$ cat src/hdl/fbc_pkg.sv
package fbc_pkg;

  localparam int NUM_ROUNDS = 8;
  localparam int RND_IDX_W  = $clog2(NUM_ROUNDS);
  localparam int HALF_W     = 32;
  localparam int BLOCK_W    = 2 * HALF_W;
  localparam int KEY_W      = 64;
  localparam int KHALF_W    = 16;
  localparam int CFG_IDX_W  = 2;
  localparam int CFG_DATA_W = 64;

  localparam logic [CFG_IDX_W-1:0] CFG_CIPHER_KEY   = 2'd0;
  localparam logic [CFG_IDX_W-1:0] CFG_DECRYPT_MODE = 2'd1;

  // key halfword sets per round, bit n selects kn
  localparam logic [3:0] LO_SELECT [NUM_ROUNDS] = '{
    4'h3, 4'h5, 4'h9, 4'h6, 4'hC, 4'hA, 4'h2, 4'h1
  };
  localparam logic [3:0] HI_SELECT [NUM_ROUNDS] = '{
    4'h4, 4'h8, 4'h2, 4'h1, 4'h2, 4'h4, 4'h3, 4'h6
  };

  typedef logic [HALF_W-1:0] subkey_t;

  typedef enum logic {
    KS_IDLE,
    KS_RUN
  } ks_state_t;

  // data handed from one round cell to the next
  typedef struct packed {
    logic              valid;
    logic [HALF_W-1:0] left;
    logic [HALF_W-1:0] right;
  } stage_t;

  function automatic logic [KHALF_W-1:0] key_mix(logic [KEY_W-1:0] key, logic [3:0] sel);
    logic [KHALF_W-1:0] acc;
    acc = '0;
    for (int n = 0; n < 4; n++) begin
      if (sel[n]) begin
        acc = acc ^ key[n*KHALF_W +: KHALF_W];
      end
    end
    return acc;
  endfunction

endpackage

$ cat src/hdl/fbc_round_cell.sv
module fbc_round_cell
  import fbc_pkg::*;
(
  input  logic    clk,
  input  logic    rst_n,
  input  stage_t  stage_i,
  input  subkey_t subkey,
  output stage_t  stage_o
);

  logic              valid_r;
  logic [HALF_W-1:0] left_r;
  logic [HALF_W-1:0] right_r;
  logic [HALF_W-1:0] swapped;
  logic [HALF_W-1:0] left_nxt;

  // swap mirrored bit pairs of L wherever the subkey pair differs
  always_comb begin
    for (int j = 0; j < HALF_W; j++) begin
      swapped[j] = (subkey[j] ^ subkey[HALF_W-1-j]) ? stage_i.left[HALF_W-1-j]
                                                    : stage_i.left[j];
    end
  end

  assign left_nxt = swapped ^ stage_i.right;

  always_ff @(posedge clk) begin
    if (!rst_n) begin
      valid_r <= 1'b0;
    end else begin
      valid_r <= stage_i.valid;
    end
  end

  always_ff @(posedge clk) begin
    left_r  <= left_nxt;
    right_r <= stage_i.left;
  end

  assign stage_o = '{valid: valid_r, left: left_r, right: right_r};

endmodule

$ cat src/hdl/fbc_key_sched.sv
module fbc_key_sched
  import fbc_pkg::*;
(
  input  logic             clk,
  input  logic             rst_n,
  input  logic             key_we,
  input  logic [KEY_W-1:0] key_wdata,
  output subkey_t          subkeys [NUM_ROUNDS],
  output logic             busy
);

  ks_state_t            state_r, state_nxt;
  logic [RND_IDX_W-1:0] cnt_r, cnt_nxt;
  logic                 issue;
  logic [KEY_W-1:0]     key_r;
  logic [KHALF_W-1:0]   lo, hi;
  logic [HALF_W-1:0]    p_r;
  logic [RND_IDX_W-1:0] p_idx_r;
  logic                 p_vld_r;
  logic [KHALF_W-1:0]   prod_hi, prod_lo;
  subkey_t              sk_r [NUM_ROUNDS];

  always_ff @(posedge clk) begin
    if (!rst_n) begin
      state_r <= KS_IDLE;
      cnt_r   <= '0;
      key_r   <= '0;
    end else begin
      state_r <= state_nxt;
      cnt_r   <= cnt_nxt;
      if (key_we) begin
        key_r <= key_wdata;
      end
    end
  end

  always_comb begin
    state_nxt = state_r;
    cnt_nxt   = cnt_r;
    issue     = 1'b0;
    case (state_r)
      KS_IDLE: begin
      end
      KS_RUN: begin
        issue   = 1'b1;
        cnt_nxt = cnt_r + 1'b1;
        if (cnt_r == RND_IDX_W'(NUM_ROUNDS - 1)) begin
          state_nxt = KS_IDLE;
        end
      end
      default: begin
        state_nxt = KS_IDLE;
      end
    endcase
    // a new key restarts the sweep from round 0
    if (key_we) begin
      state_nxt = KS_RUN;
      cnt_nxt   = '0;
    end
  end

  assign lo = key_mix(key_r, LO_SELECT[cnt_r]);
  assign hi = key_mix(key_r, HI_SELECT[cnt_r]);

  always_ff @(posedge clk) begin
    if (!rst_n) begin
      p_vld_r <= 1'b0;
    end else begin
      p_vld_r <= issue && !key_we;
    end
  end

  always_ff @(posedge clk) begin
    p_r     <= HALF_W'(lo) * HALF_W'(hi);
    p_idx_r <= cnt_r;
  end

  assign prod_hi = KHALF_W'(p_r[31:24]) * KHALF_W'(p_r[23:16]);
  assign prod_lo = KHALF_W'(p_r[15:8]) * KHALF_W'(p_r[7:0]);

  // zero key gives zero subkeys, so reset matches the reset key
  always_ff @(posedge clk) begin
    if (!rst_n) begin
      for (int i = 0; i < NUM_ROUNDS; i++) begin
        sk_r[i] <= '0;
      end
    end else if (p_vld_r) begin
      sk_r[p_idx_r] <= {prod_hi, prod_lo};
    end
  end

  assign subkeys = sk_r;
  assign busy    = (state_r == KS_RUN) || p_vld_r;

endmodule

$ cat src/hdl/feistel_block_cipher_64.sv
// Each of the eight round cells registers its stage; out_valid is the valid bit of the last cell.
// Throughput: one block per cycle while busy is low; the round cells form a pipeline fed every such cycle.
// A cipher_key write holds busy high while the shared subkey unit sweeps the eight rounds
// and stores the last subkey; decrypt_mode writes need no sweep and do not raise busy.
// Reset (rst_n, synchronous): clears key, mode, subkeys and all cell valid bits.
// Results are strobed for one cycle and the receiver cannot stall them.
module feistel_block_cipher_64
  import fbc_pkg::*;
(
  input  logic                  clk,
  input  logic                  rst_n,
  input  logic                  start,
  output logic                  busy,
  input  logic [BLOCK_W-1:0]    in_block_in,
  output logic                  out_valid,
  output logic [BLOCK_W-1:0]    out_block_out,
  input  logic                  cfg_we,
  input  logic [CFG_IDX_W-1:0]  cfg_index,
  input  logic [CFG_DATA_W-1:0] cfg_wdata
);

  logic    decrypt_r;
  logic    key_we;
  subkey_t subkeys [NUM_ROUNDS];
  stage_t  chain [NUM_ROUNDS+1];

  assign key_we = cfg_we && (cfg_index == CFG_CIPHER_KEY);

  always_ff @(posedge clk) begin
    if (!rst_n) begin
      decrypt_r <= 1'b0;
    end else if (cfg_we && (cfg_index == CFG_DECRYPT_MODE)) begin
      decrypt_r <= cfg_wdata[0];
    end
  end

  fbc_key_sched u_key_sched (
    .clk       (clk),
    .rst_n     (rst_n),
    .key_we    (key_we),
    .key_wdata (cfg_wdata[KEY_W-1:0]),
    .subkeys   (subkeys),
    .busy      (busy)
  );

  assign chain[0] = '{valid: start && !busy,
                      left:  in_block_in[HALF_W-1:0],
                      right: in_block_in[BLOCK_W-1:HALF_W]};

  for (genvar i = 0; i < NUM_ROUNDS; i++) begin : g_cell
    subkey_t cell_sk;
    // decryption runs the rounds in reverse order
    assign cell_sk = decrypt_r ? subkeys[NUM_ROUNDS-1-i] : subkeys[i];

    fbc_round_cell u_cell (
      .clk     (clk),
      .rst_n   (rst_n),
      .stage_i (chain[i]),
      .subkey  (cell_sk),
      .stage_o (chain[i+1])
    );
  end

  assign out_valid     = chain[NUM_ROUNDS].valid;
  assign out_block_out = {chain[NUM_ROUNDS].left, chain[NUM_ROUNDS].right};

endmodule

$ cat config.mk
export PLATFORM = sky130hd
export DESIGN_NAME = feistel_block_cipher_64
export DESIGN_NICKNAME = d
export VERILOG_FILES = /design/src/hdl/fbc_pkg.sv /design/src/hdl/fbc_round_cell.sv /design/src/hdl/fbc_key_sched.sv /design/src/hdl/feistel_block_cipher_64.sv
export SDC_FILE = /design/constraint.sdc
export NUM_CORES = 2
export LEC_CHECK = 0
export BUFFER_PORTS_ARGS = -buffer_cell sky130_fd_sc_hd__buf_4
export CAP_MARGIN = 30
export CORE_MARGIN = 4
export CORE_UTILIZATION = 35
export DETAILED_ROUTE_END_ITERATION = 16
export SETUP_SLACK_MARGIN = 0.1
export SYNTH_ARGS = -nofsm -noshare
export SYNTH_HDL_FRONTEND = slang
export SYNTH_SLANG_ARGS = --single-unit
$ cat constraint.sdc
create_clock -name clk -period 17.8 [get_ports clk]
set_input_delay 1.78 -clock clk [delete_from_list [all_inputs] [get_ports clk]]
set_output_delay 1.78 -clock clk [all_outputs]
set_load 0.005 [all_outputs]
==> metrics.csv <==
stage;metric;value;unit
floorplanning;starting density of the core;0.353;
floorplanning;Die W;364;µm
setup_path;Crit Path Class;reg2reg;
clock_tree;PostCTS Resize Cnt;0;
sta;fin crit period;8000;ps
clock_tree;CTS hold repair buffers;0;
sta;clk_skew;56.4;ps
floorplanning;I/O pin cnt;200;
pwr;Flop pwr share;0.500;
sta;Fin Setup TNS;0;ps
final_layout;fillcell total;12300;
clock_tree;CTS clk-pin slew, worst paths;60;ps
floorplanning;die area;132000;µm²
sta;Fin. Hold Viols;0;
placed_design;DP Wirelength;76900;µm
setup_path;reg-to-reg startpoint;u_key_sched.cnt_r[2];
clock_tree;Clock Path Buffers;3;
synthesis;Post-synth EDFFs;0;
pwr;Clock power frac;0.351;
setup_path;Reg2Reg Depth;23;
route;Routed WL per cell;16.1;µm
placed_design;Port Buffers;199;
placed_design;Placer Congestion;0.886;
clock_tree;root buf cell;clkbuf_16;
final_layout;area grow syn2layout;13.3;%
synthesis;sequential area share after synthesis;0.398;
sta;period utilisation layout;0.449;
route;WL final;104000;µm
grt;vias in the first global route;30400;
synthesis;ys flop type;dfxtp_1;
clock_tree;number of H-tree branching levels;3;
final_layout;commonest non-fill, non-tap cell in the layout;nand2_1;
floorplanning;FP Rows;130;
floorplanning;die height;364;µm
grt;largest net degree at the start of global routing;127;
worst_hold_path;hold crit path type;reg2reg;
pwr;pwr dens;109;nW/µm²
grt;GRT Util Overall;0.157;
worst_hold_path;cell count of the worst hold path;0;
route;vias per cell;4.70;
sta;Max-slew headroom;0.277;
pwr;Leak;22.3;nW
setup_path;Reg2Reg Setup Slack;9800;ps
setup_path;critical path required time;18400;ps
pwr;Worst IR Drop VDD;72.9;µV
synthesis;Ys Warns;0;
final_layout;Final #Nets;5330;
route;post-route ant nets;0;
outcome;status;finished clean;
synthesis;syn nets;5232;
pwr;sw frac;0.257;
pwr;Internal;0.00405;W
route;DRT Pass-1 Iters;5;
sta;final setup fails;0;
synthesis;flop and latch count out of synthesis;881;
synthesis;asr flop ratio synth;0;
setup_path;RR Endpoint;u_key_sched.p_r[30];
final_layout;most frequent cells in the layout;nand2_1, dfxtp_1, xnor2_1;
final_layout;n_diodes;0;
grt;total grt overflow;0;
route;via count;30400;
grt;first-pass GRT wire length;166000;µm
clock_tree;postcts setup bufs;0;
route;DR DRC count;0;
synthesis;Syn Inst Count;4649;
final_layout;post-route design area;50200;µm²
placed_design;DP Area;47100;µm²
run;max-cap viol count;0;
clock_tree;CTS Buf Count;90;
sta;final max-slew violation count;0;
synthesis;post-synth cell types;60;
clock_tree;Clock Latency Late Sink;670;ps
route;1st-iter DRT viols;1883;
setup_path;critical path fanouts, max;16;
setup_path;Startpoint Class;register;
worst_hold_path;Hold Path Origin;g_cell[6].u_cell.left_r[21];
sta;RSZ-0062 raised after global routing;false;
sta;maximum clock rate;125;MHz
pwr;Comb power frac;0.149;
synthesis;synthesized area;44300;µm²
final_layout;fraction of layout cells with a size suffix above 1;0.0948;
sta;Slew @ Worst Pin;1080;ps
setup_path;CP arrival;8590;ps
clock_tree;CTS tree;done;
setup_path;CP endpoint kind;register;
pwr;sw power;0.00140;W
grt;initial antenna violation count;1;
synthesis;syn_area_per_cell;9.52;µm²
worst_hold_path;Worst Hold Path EP;g_cell[7].u_cell.right_r[21];
floorplanning;core footprint;126000;µm²
clock_tree;Sink Count;881;
## layout make-up
type                    instances  area (µm²)  share of cell area
inverters                     328        1240              0.0248
multi-input cells            3197       24300               0.484
clock buffers                 129        2600              0.0519
clock inverters                38         459             0.00915
well taps                    1650        2060              0.0412
flip-flops and latches        881       17600               0.352
repair buffers                249        1890              0.0377
## synth_stat cells (9+ instances only)
master      n  area, µm²
clkbuf_2    9       45.0
nor2b_1    18        113
nand2b_1   14       87.6
buf_4      65        488
a21oi_1   303       1520
nand3_1    33        165
a211oi_1   39        293
or2_2       9       56.3
o311ai_0   17        149
xor2_1    126       1100
buf_2      26        130
ha_1      183       2290
xor2_2     15        244
mux2i_1   260       2600
a21o_1     21        158
nand4_1    21        131
and2_1    109        682
o21ai_0   167        836
inv_1     326       1220
fa_1      266       5330
nand2_1   966       3630
nor2_1    141        529
dfxtp_1   881      17600
o21a_1     18        135
xnor2_1   399       3490
clkbuf_1  133        499
## critical path: stages, from the launching register on
cell and delay, ps:
dfxtp_1 660, inv_4 100, o21ai_2 620, nand2_1 150, xor2_1 270, xor2_1 880, nand2_1 180, fa_1 570
fa_1 510, inv_1 50, fa_1 510, fa_1 450, fa_1 500, inv_1 50, fa_1 500, inv_1 50
ha_1 370, a21o_1 210, a21o_1 180, a21oi_1 170, o211ai_1 200, o31a_1 350, a221oi_2 280, xnor2_1 140
## worst max-delay path by stage
| stage | depth (start not counted) | from | end |
|---|---|---|---|
| 6_report | 23 | u_key_sched.cnt_r[2] | u_key_sched.p_r[30] |
| 5_1_grt | 23 | u_key_sched.cnt_r[2] | u_key_sched.p_r[31] |
| 4_1_cts | 23 | u_key_sched.cnt_r[2] | u_key_sched.p_r[31] |
| 3_5_place_dp | 23 | u_key_sched.cnt_r[2] | u_key_sched.p_r[31] |
| 3_3_place_gp | 24 | u_key_sched.cnt_r[0] | u_key_sched.p_r[30] |
| 2_1_floorplan | 27 | u_key_sched.cnt_r[0] | u_key_sched.p_r[30] |
## flip-flops by register name, indices dropped and copies added, names as in the netlist
signal,flops
decrypt_r,1
g_cell.u_cell.left_r,256
g_cell.u_cell.right_r,256
g_cell.u_cell.valid_r,8
u_key_sched.cnt_r,3
u_key_sched.key_r,64
u_key_sched.p_idx_r,3
u_key_sched.p_r,32
u_key_sched.p_vld_r,1
u_key_sched.state_r,1
u_key_sched.subkeys,256
## stage by stage
step | instances | hold slack [ps] | setup WS [ps] | utilization | power (W)
after floorplan | 4649 | 350 | 10830 | - | 0.00336
after global placement | 6298 | 353 | 9710 | 0.375 | 0.00357
after detailed placement | 6304 | 356 | 9790 | 0.375 | 0.00359
after CTS | 6471 | 357 | 9780 | 0.399 | 0.00553
after global routing | 6472 | 370 | 9360 | 0.400 | 0.00573
final | 6472 | 349 | 9800 | 0.400 | 0.00545
## power groups by stage
stage               clock network, W  registers (W)  logic [W]
finish                       0.00191        0.00272   0.000811
global route                 0.00205        0.00279   0.000895
CTS                          0.00197        0.00273   0.000825
detailed placement                 0        0.00277   0.000820
global placement                   0        0.00276   0.000806
floorplan                          0        0.00268   0.000675
## cells by family (layout without fill, tap and decap cells)
family | after synthesis | count (layout) | synth area share
simple gates | 1334 | 1334 | 0.126
flops | 881 | 881 | 0.398
compound gates | 605 | 605 | 0.0772
buf+inv | 571 | 744 | 0.0553
xor+xnor | 547 | 547 | 0.112
fa+ha+maj | 449 | 449 | 0.172
mux | 262 | 262 | 0.0596
## routing by layer
layer  part of all wire  wire, µm  vias to the layer above  GRT usage
met2               0.46     47500                      740      0.259
met5                  0         0                        -          0
met4              0.019      1940                        0     0.0348
met3              0.056      5870                      140     0.0290
met1               0.47     48700                    14500      0.214
li1                   -         -                    15000          -
Power figures use the tool's default switching activity.
